$ cat src/hdl/gray4_div.sv
// ---------------------------------------------------------------------------
// gray4_div
// restoring divider, 16-bit dividend by 8-bit divisor, one bit per cycle
// ---------------------------------------------------------------------------
module gray4_div (
  input  logic        clk,
  input  logic        rst_n,
  input  logic        start,
  input  logic [15:0] num,
  input  logic [7:0]  den,
  output logic        done,
  output logic [7:0]  quot
);

  logic [15:0] num_r, num_nxt;
  logic [8:0]  rem_r, rem_nxt;
  logic [7:0]  den_r, den_nxt;
  logic [4:0]  cnt_r, cnt_nxt;
  logic        run_r, run_nxt;
  logic        done_r, done_nxt;
  logic [9:0]  trial;

  always_comb begin
    num_nxt  = num_r;
    rem_nxt  = rem_r;
    den_nxt  = den_r;
    cnt_nxt  = cnt_r;
    run_nxt  = run_r;
    done_nxt = 1'b0;
    trial    = {rem_r, num_r[15]};
    if (start) begin
      num_nxt = num;
      den_nxt = den;
      rem_nxt = '0;
      cnt_nxt = 5'd16;
      run_nxt = 1'b1;
    end else if (run_r) begin
      // quotient bits shift into the low end of the dividend register
      if (trial >= {2'b0, den_r}) begin
        rem_nxt = 9'(trial - {2'b0, den_r});
        num_nxt = {num_r[14:0], 1'b1};
      end else begin
        rem_nxt = trial[8:0];
        num_nxt = {num_r[14:0], 1'b0};
      end
      cnt_nxt = cnt_r - 5'd1;
      if (cnt_r == 5'd1) begin
        run_nxt  = 1'b0;
        done_nxt = 1'b1;
      end
    end
  end

  always_ff @(posedge clk) begin
    if (!rst_n) begin
      run_r  <= 1'b0;
      done_r <= 1'b0;
      cnt_r  <= '0;
    end else begin
      run_r  <= run_nxt;
      done_r <= done_nxt;
      cnt_r  <= cnt_nxt;
    end
    num_r <= num_nxt;
    rem_r <= rem_nxt;
    den_r <= den_nxt;
  end

  assign done = done_r;
  assign quot = num_r[7:0];

endmodule

$ cat config.mk
export PLATFORM = sky130hd
export DESIGN_NAME = gray4_div
export DESIGN_NICKNAME = d
export VERILOG_FILES = /design/src/hdl/gray4_div.sv
export SDC_FILE = /design/constraint.sdc
export NUM_CORES = 1
export LEC_CHECK = 0
export ABC_AREA = 1
export BUFFER_PORTS_ARGS = -buffer_cell sky130_fd_sc_hd__buf_2
export CORE_AREA = 10 10 117 98
export DETAILED_ROUTE_END_ITERATION = 8
export DIE_AREA = 0 0 127 108
export PLACE_DENSITY_LB_ADDON = 0.15
export SLEW_MARGIN = 20
export SYNTH_ARGS = -nofsm -noshare
export SYNTH_HDL_FRONTEND = slang
export SYNTH_SLANG_ARGS = --single-unit
$ cat constraint.sdc
create_clock -name clk -period 1.8 [get_ports clk]
set_input_delay 0.09 -clock clk [delete_from_list [all_inputs] [get_ports clk]]
set_output_delay 0.09 -clock clk [all_outputs]
set_load 0.01 [all_outputs]
# After elaboration in Yosys (flattened, before gate mapping)
# Index checks and enable logic that the tools add are counted.
# W data, S select, Z words.
op_classes:
  addsub: 2
  n_lt_le_gt_ge: 1
  eq_ne: 1
  n_mux: 10
  bitwise_logic: 2
  reduce_logical: 3
ops:
  columns: ["cell", "count"]
  rows:
  - ["$mux W16", 2]
  - ["$ge A10 B8 Y1", 1]
  - ["$mux W5", 2]
  - ["$mux W9", 1]
  - ["$sub A9 B8 Y9", 1]
  - ["$eq A5 B1 Y1 const B", 1]
  - ["$mux W1", 5]
  - ["$sub A5 B1 Y5 const B", 1]
  - ["$reduce_or A3 Y1", 1]
  - ["$not A1 Y1", 2]
  - ["$reduce_bool A2 Y1", 1]
  - ["$reduce_or A2 Y1", 1]
word_totals:
  register_bits: 40
  inputBits: 27
  out_inout_bits: 9
  elab_cells: 26

# Logic depth before layout (Yosys ltp)
# Gate-level depths: netlist (run 1).
depth:
  depth_word: 4
  depth_mapped: 13
  depth_no_buf: 13

# Worst setup path after synthesis (run 1)
# Ideal clock, no wire load.
synth_path:
  path_type: "reg-to-reg"
  start: "register num_r[15]"
  end: "register num_r[0] (data pin)"
  setup_time_ns: 0.275
  arrival_ns: 1.603
  required_time_ns: 1.525
  setup_slack_ns: -0.078
  path_stages_with_launch: 11
  n_path_buf: 0
  synth_period_minus_slack_ns: 1.878
  path_cell_list: "edfxtp_1 > inv_1 > ha_1 > inv_1 > fa_1 > nand3_1 > nand3_1 > nand2_2 > nand2_2 > nor2_8 > a31oi_1"
synth_between:
  elab_chain_cells: 4
synth_lines:
  columns: ["element", "line", "rtl"]
  rows:
  - ["start, declared", "15", "logic [15:0] num_r, num_nxt;"]
  - ["start signal, assigned", "64", "num_r <= num_nxt;"]
  - ["$ge A10 B8 Y1", "39", "if (trial >= {2'b0, den_r}) begin"]
  - ["$mux W1", "39", null]
  - ["$mux W16", "37", "end else if (run_r) begin"]
  - ["$mux W16", "31", "if (start) begin"]
  - ["via num_nxt[0]", "15", null]
# The timed path passes the listed nets, and every way through them passes these cells. The select of a mux whose other input is x is not followed.
# A chain may end at the register's enable or synchronous reset.

# Worst setup path in the final report (run 1)
layout_path:
  start: "register num_r[15]"
  end: "register rem_r[3]"
layout_between:
  elab_chain_cells: 2
  elab_cells_between_ends: 3
  classes_between: "1 x add/sub; 1 x order compare; 1 x mux"
layout_lines:
  columns: ["element", "line", "rtl"]
  rows:
  - ["$sub A9 B8 Y9 / $ge A10 B8 Y1 (equally long branches)", "40, 39", null]
  - ["$mux W9 (*)", "39", null]
  - ["end signal, assigned", "65", "rem_r <= rem_nxt;"]
  - ["end, declared", "16", "logic [8:0] rem_r, rem_nxt;"]
# Every way passes the cells marked *; elsewhere a longest branch is shown, timed or not.

==> summary.txt, run 1 <==
status: finished, violations left
failing checks: negative setup slack
register area share after synthesis: 46.87%
Synth Cell Area: 2221 µm²
Port Buf Inserts: 35
starting density of the core: 23.91%
Via density: 4.047
FP Rows: 32
Die X: 127 µm
Core Area: 9289 µm²
FF+latch count, synth: 40
ANT cells: 0
RSZ-0062 raised after global routing: yes
CTS tree: built
Power Density: 987.4 nW/µm²
vias in the first global route: 1759
clock latency on the worst-skew pair: 0.28 ns
CP Data Arrival Time: 2.04 ns
maximum clock rate: 539.3 MHz
DP Area: 2570 µm²
post-synthesis cell count: 273
final net count: 366
Reg clk slew, reported paths: 0.06 ns
Vias: 1813
post-synthesis net count: 311
Leak: 0.001452 µW
die height: 108 µm
max_slew headroom: 73.61%
post-DP HPWL: 3926 µm
initial antenna violation count: 0
crit path max fanout: 5
setup ws final: -0.05410 ns
dpl cells: 427
cts bufs inserted: 5
Post-Layout Cell Count: 448
final setup vio count: 7
Critical Path End Type: flip-flop
Max Buffers Root-to-Sink: 2
clk_skew: 0.004702 ns
Worst Path Required: 1.98 ns
global-route wire length before repair: 8894 µm
crit path time final: 1.854 ns
met1 Resource Use GR: 11.24%
CP Class: reg -> reg
synth unique cells: 33
VDD IR max: 366.0 µV
CTS Sinks: 40
Post-Route WL: 5399 µm
gr busiest metal: met1
Synth Warn #: 0
drt pass-1 iters: 4
final instance area: 2940 µm²
Area Overhead vs Synth: 32.39%
largest net degree at the start of global routing: 17
Worst-Margin Slew: 0.3944 ns
ANT nets after route: 0
Critical Path Source Type: flip-flop
GR met2 Demand/Resource: 11.23%
Die ar.: 13720 µm²
Final Hold Vio Count: 0
Final Cycle Share: 103.0%
layout cell share with drive strength beyond 1: 26.75%
max_cap viols: 0
clk root buf: clkbuf_16
I/O pin cnt: 36
DRC viols: 0
1st-iter DRT viols: 72
Avg WL per Cell: 12.05 µm
grt total ovfl: 0
H-tree depth: 2
Total GRT Usage: 8.039%
mean post-synth cell area: 8.135 µm²
gp weighted congestion: 0.7689
met3 Track Usage GR: 2.593%
Hold Crit Class: in -> reg
max-slew violations: 0
==> synth_stat cells <==
library cell	instances	area, µm²
buf_2	2	10.01
a21oi_1	4	20.02
nor2_4	1	11.26
a211oi_1	1	7.510
clkbuf_1	1	3.750
ha_1	10	125.1
o21ai_0	1	5.000
nor2_1	10	37.54
a21oi_4	1	16.27
a31oi_1	1	6.260
dfxtp_1	16	320.3
nor4_1	1	6.260
inv_2	1	3.750
nand2_2	4	25.02
inv_1	41	153.9
o21a_1	1	7.510
nor2_8	1	20.02
xnor2_1	5	43.79
fa_1	1	20.02
o211ai_1	1	7.510
xor2_1	1	8.760
nor3_1	1	5.000
a31oi_2	1	12.51
nand2_1	102	382.9
edfxtp_1	24	720.7
buf_1	1	3.750
nand3_2	1	10.01
buf_4	9	67.56
nand4_1	2	12.51
nand3b_1	1	7.510
nand3_1	24	120.1
nor2_2	1	6.260
nand4_2	1	12.51
==> routing by layer <==
| layer | share of wire (%) | vias to the layer above |
|---|---|---|
| met5 | 0 | - |
| met4 | 0.89 | 0 |
| met3 | 3.9 | 2 |
| met2 | 42 | 29 |
| met1 | 53 | 809 |
| li1 | - | 973 |
==> worst paths after layout <==
kind	start	to	slack, ns	cells past startpoint
worst min-delay path	rst_n	cnt_r[4]	0.06	2
worst max-delay path	num_r[15]	rem_r[3]	-0.05	12
worst min register to register	rem_r[2]	rem_r[2]	0.48	2
worst max register to register	num_r[15]	rem_r[3]	-0.05	12
==> placed cells by master, fill, tap and decap left out, drive strengths merged, types with 2 or more instances in the layout <==
cell type and n:
nand3 25, clkbuf 5, nor2 14, buf 51, edfxtp 24, inv 42, nand4 4, a21oi 5
xnor2 5, dfxtp 16, a31oi 2, ha 10, nand2 106, dlygate4sd3 8
==> cells by family (layout without fill, tap and decap cells) <==
group           Yosys count  count (layout)  synth area share, %
buf+inv                  55             109                10.93
simple gates            150             152                29.58
xor+xnor                  6               6                2.366
fa+ha+maj                11              11                6.535
compound gates           11              11                3.719
flops                    40              40                46.87
==> layout make-up <==
type	count	area (µm²)
fill	1000	6349
inverter	42	157.7
clock buffer	5	125.1
tap	119	148.9
clock inverter	3	42.54
sequential	40	1041
multi-input combinational	180	1050
timing repair buffer	59	375.4
==> timing repair <==
item,4_1_cts,5_1_grt
hold buffers,8,0
endpoints found under the hold margin,8,0
resized for setup,8,9
setup buffers,1,2
setup endpoints to repair,10,10
gates cloned,1,1
pin swaps,5,4
==> per-stage QoR <==
step / TNS (ns) / power [µW] / setup slack (ns) / hold WS [ns] / util [%]
6_report: -0.2297 / 2903 / -0.05410 / 0.05873 / 31.65
2_1_floorplan: -0.007143 / 1616 / -0.007143 / 0.1889 / -
5_1_grt: -1.307 / 3088 / -0.1644 / 0.07772 / 31.65
3_3_place_gp: -0.3005 / 1802 / -0.06464 / 0.2680 / 27.67
4_1_cts: -0.3791 / 2899 / -0.06646 / 0.05615 / 30.93
3_5_place_dp: -0.8831 / 1799 / -0.1299 / 0.2681 / 27.67
==> worst max-delay path, stage by stage (launching register included) <==
cell and delay [ns]:
edfxtp_1 0.38, inv_2 0.09, ha_4 0.13, inv_2 0.04, fa_2 0.35, nand3_2 0.10, nand3_4 0.08, nand2_4 0.08
nand2_4 0.08, nor2_4 0.21, nand3_1 0.10, nand3_1 0.07, nand2_1 0.05
==> state kept, by name (all words and copies together), names as in the netlist <==
name and flops:
num_r 16, rem_r 9, den_r 8, cnt_r 5, done 1, run_r 1
==> where the power goes <==
group	total, µW	switching, µW	internal, µW
clock	1020	373	651
sequential	1130	56.4	1070
combinational	750	432	318
total	2900	861	2040
Power figures use the tool's default switching activity.
==> inputs of run 2 (changes only) <==
- clock period: 1.8 -> 1.5 ns (I/O delays scaled with it)
==> run 2 against run 1 <==
Net effect:
- the run still ends with negative setup slack left
- power up 14%
- register-to-register slack worse by 0.29 ns
- clock power about the same
- die area unchanged
- sequential power up 19%
- critical path type unchanged
- largest cell class unchanged
- largest power group unchanged
==> summary.txt, run 2 (synthesized netlist as in run 1, its figures left out) <==
worst setup path end: num_r[0]
Hold Crit Class: in -> reg
P_int: 2325 µW (+14%)
Core Area: 9289 µm² (unchanged)
Worst Path Required: 1.52 ns (-0.46 ns)
die height: 108 µm (unchanged)
Worst-Margin Slew: 0.3591 ns (-0.03528 ns)
dpl cells: 441 (+3.3%)
Die X: 127 µm (unchanged)
Avg WL per Cell: 11.44 µm (-5.0%)
Critical Path End Type: flip-flop
gr busiest metal: met2
biggest regs: num_r (16), rem_r (9), den_r (8)
final instance area: 3007 µm² (+2.3%)
GR met2 Demand/Resource: 11.56% (+0.33 points)
CTS tree: built
ANT nets after route: 0 (unchanged)
Post-Layout Cell Count: 461 (+2.9%)
min-delay src: rst_n
maximum clock rate: 541.0 MHz (+0.32%)
most common cell after layout, fill and taps aside: nand2_1
CP Class: reg -> reg
status: finished, violations left
clock latency on the worst-skew pair: 0.28 ns (about the same)
crit path time final: 1.848 ns (-0.005825 ns)
grt total ovfl: 0 (unchanged)
FP Rows: 32 (unchanged)
most frequent cells in the layout: nand2_1 (100), inv_1 (39), buf_2 (35)
crit path max fanout: 5 (unchanged)
VDD IR max: 514.9 µV (+41%)
max-slew violations: 0 (unchanged)
Vias: 1873 (+3.3%)
Setup crit start: num_r[15]
Tot Pwr: 3323 µW (+14%)
CTS Sinks: 40 (unchanged)
Port Buf Inserts: 35 (unchanged)
ANT cells: 0 (unchanged)
Psw: 998.0 µW (+16%)
start of the worst register-to-register path: num_r[15]
Reg clk slew, reported paths: 0.06 ns (about the same)
Max Buffers Root-to-Sink: 2 (unchanged)
Sw Share: 30.03% (+0.37 points)
cts bufs inserted: 5 (unchanged)
layout cell share with drive strength beyond 1: 28.95% (+2.2 points)
Leak: 0.001510 µW (+3.9%)
post-DP HPWL: 4100 µm (+4.4%)
starting density of the core: 23.91% (unchanged)
Post-Route WL: 5276 µm (-2.3%)
max_cap viols: 0 (unchanged)
Area Overhead vs Synth: 35.38%
setup ws final: -0.3483 ns (-0.2942 ns)
H-tree depth: 2 (unchanged)
power share of the combinational group: 29.1% (+3.3 points)
vias in the first global route: 1857 (+5.6%)
I/O pin cnt: 36 (unchanged)
Total GRT Usage: 7.738% (-0.30 points)
Final Hold Vio Count: 0 (unchanged)
met1 Resource Use GR: 10.42% (-0.81 points)
DRC viols: 0 (unchanged)
max reg flops: 16 (unchanged)
Clock power frac: 30.4% (-4.9 points)
final net count: 379 (+3.6%)
drt pass-1 iters: 4 (unchanged)
Final Cycle Share: 123.2% (+20 points)
largest net degree at the start of global routing: 15 (-2)
CP Data Arrival Time: 1.87 ns (-0.17 ns)
reg-to-reg endpoint: num_r[0]
Power Density: 1105 nW/µm² (+12%)
global-route wire length before repair: 8797 µm (-1.1%)
R2R depth: 10 (-2)
sequential power share: 40.5% (+1.6 points)
gp weighted congestion: 0.7001 (-8.9%)
max_slew headroom: 75.84% (+2.2 points)
initial antenna violation count: 0 (unchanged)
R2R setup slack: -0.35 ns (-0.29 ns)
1st-iter DRT viols: 97 (+35%)
Critical Path Source Type: flip-flop
clk_skew: 0.007155 ns (+0.002453 ns)
met3 Track Usage GR: 2.691% (+0.098 points)
Die ar.: 13720 µm² (unchanged)
final setup vio count: 10 (+3)
largest reg by FF count: num_r
DP Area: 2680 µm² (+4.3%)
clk root buf: clkbuf_16
RSZ-0062 raised after global routing: yes
failing checks: negative setup slack
Via density: 4.063 (+0.40%)
==> run 2: cell types whose count changed in the layout (fill, tap and decap cells not counted) <==
| cell | delta |
|---|---|
| buf_4 | +13 |
| bufinv_16 | -1 |
| clkinv_1 | +1 |
| clkinv_2 | +1 |
| clkinvlp_4 | -1 |
| nand2_1 | +1 |
| nand2_2 | -1 |
==> run 2: worst max-delay path: stages (launching register included) <==
cell      delay (ns)
edfxtp_1        0.39
inv_2           0.09
ha_4            0.13
inv_2           0.04
fa_2            0.34
nand3_2         0.11
nand3_4         0.08
nand2_4         0.07
nand2_4         0.08
nor2_8          0.18
a31oi_1         0.09
==> run 2: power by group through the flow <==
stage               Combinational [µW]  Sequential [µW]  Clock [µW]
finish                             966             1350        1010
global route                      1110             1360        1090
CTS                                953             1350        1050
detailed placement                 870             1370           0
global placement                   870             1370           0
floorplan                          588             1360           0
==> run 2: repair_timing <==
item / in CTS / in global routing
setup endpoints to repair: 10 / 10
pin swaps: 3 / 1
cloned: 1 / 1
endpoints found under the hold margin: 8 / 0
hold buffers: 8 / 0
buffers inserted: 2 / 0
gates resized for setup: 11 / 3
==> run 2: metal layers <==
metal	part of all wire (%)	up-vias
met5	0	-
met2	41	33
met4	0.47	0
met1	53	834
li1	-	1004
met3	5.8	2
==> run 2: metrics by stage <==
step                utilization, %  TNS (ns)  hold slack, ns  setup WS [ns]
global placement             28.85    -3.154          0.2518        -0.3523
finish                       32.37    -3.077         0.05142        -0.3483
floorplan                        -    -2.398          0.1739        -0.2925
global route                 32.37    -4.476         0.05649        -0.4674
detailed placement           28.85    -3.328          0.2540        -0.3683
CTS                          32.07    -3.240         0.04728        -0.3421
==> run 2: worst min path at each step <==
| stage | end | slack (ns) | cells past startpoint |
|---|---|---|---|
| 6_report | cnt_r[4] | 0.05 | 2 |
| 2_1_floorplan | den_r[0] | 0.17 | 0 |
| 4_1_cts | cnt_r[4] | 0.05 | 2 |
| 5_1_grt | cnt_r[4] | 0.06 | 2 |
| 3_5_place_dp | den_r[2] | 0.25 | 1 |
| 3_3_place_gp | den_r[0] | 0.25 | 1 |
==> run 2: area by class of cell <==
type | count | area, µm²
clock buffer | 5 | 125.1
clock inverter | 3 | 13.76
fill | 996 | 6282
inverter | 42 | 157.7
multi-input combinational | 180 | 1047
sequential | 40 | 1041
tap | 119 | 148.9
timing repair buffer | 72 | 473.0
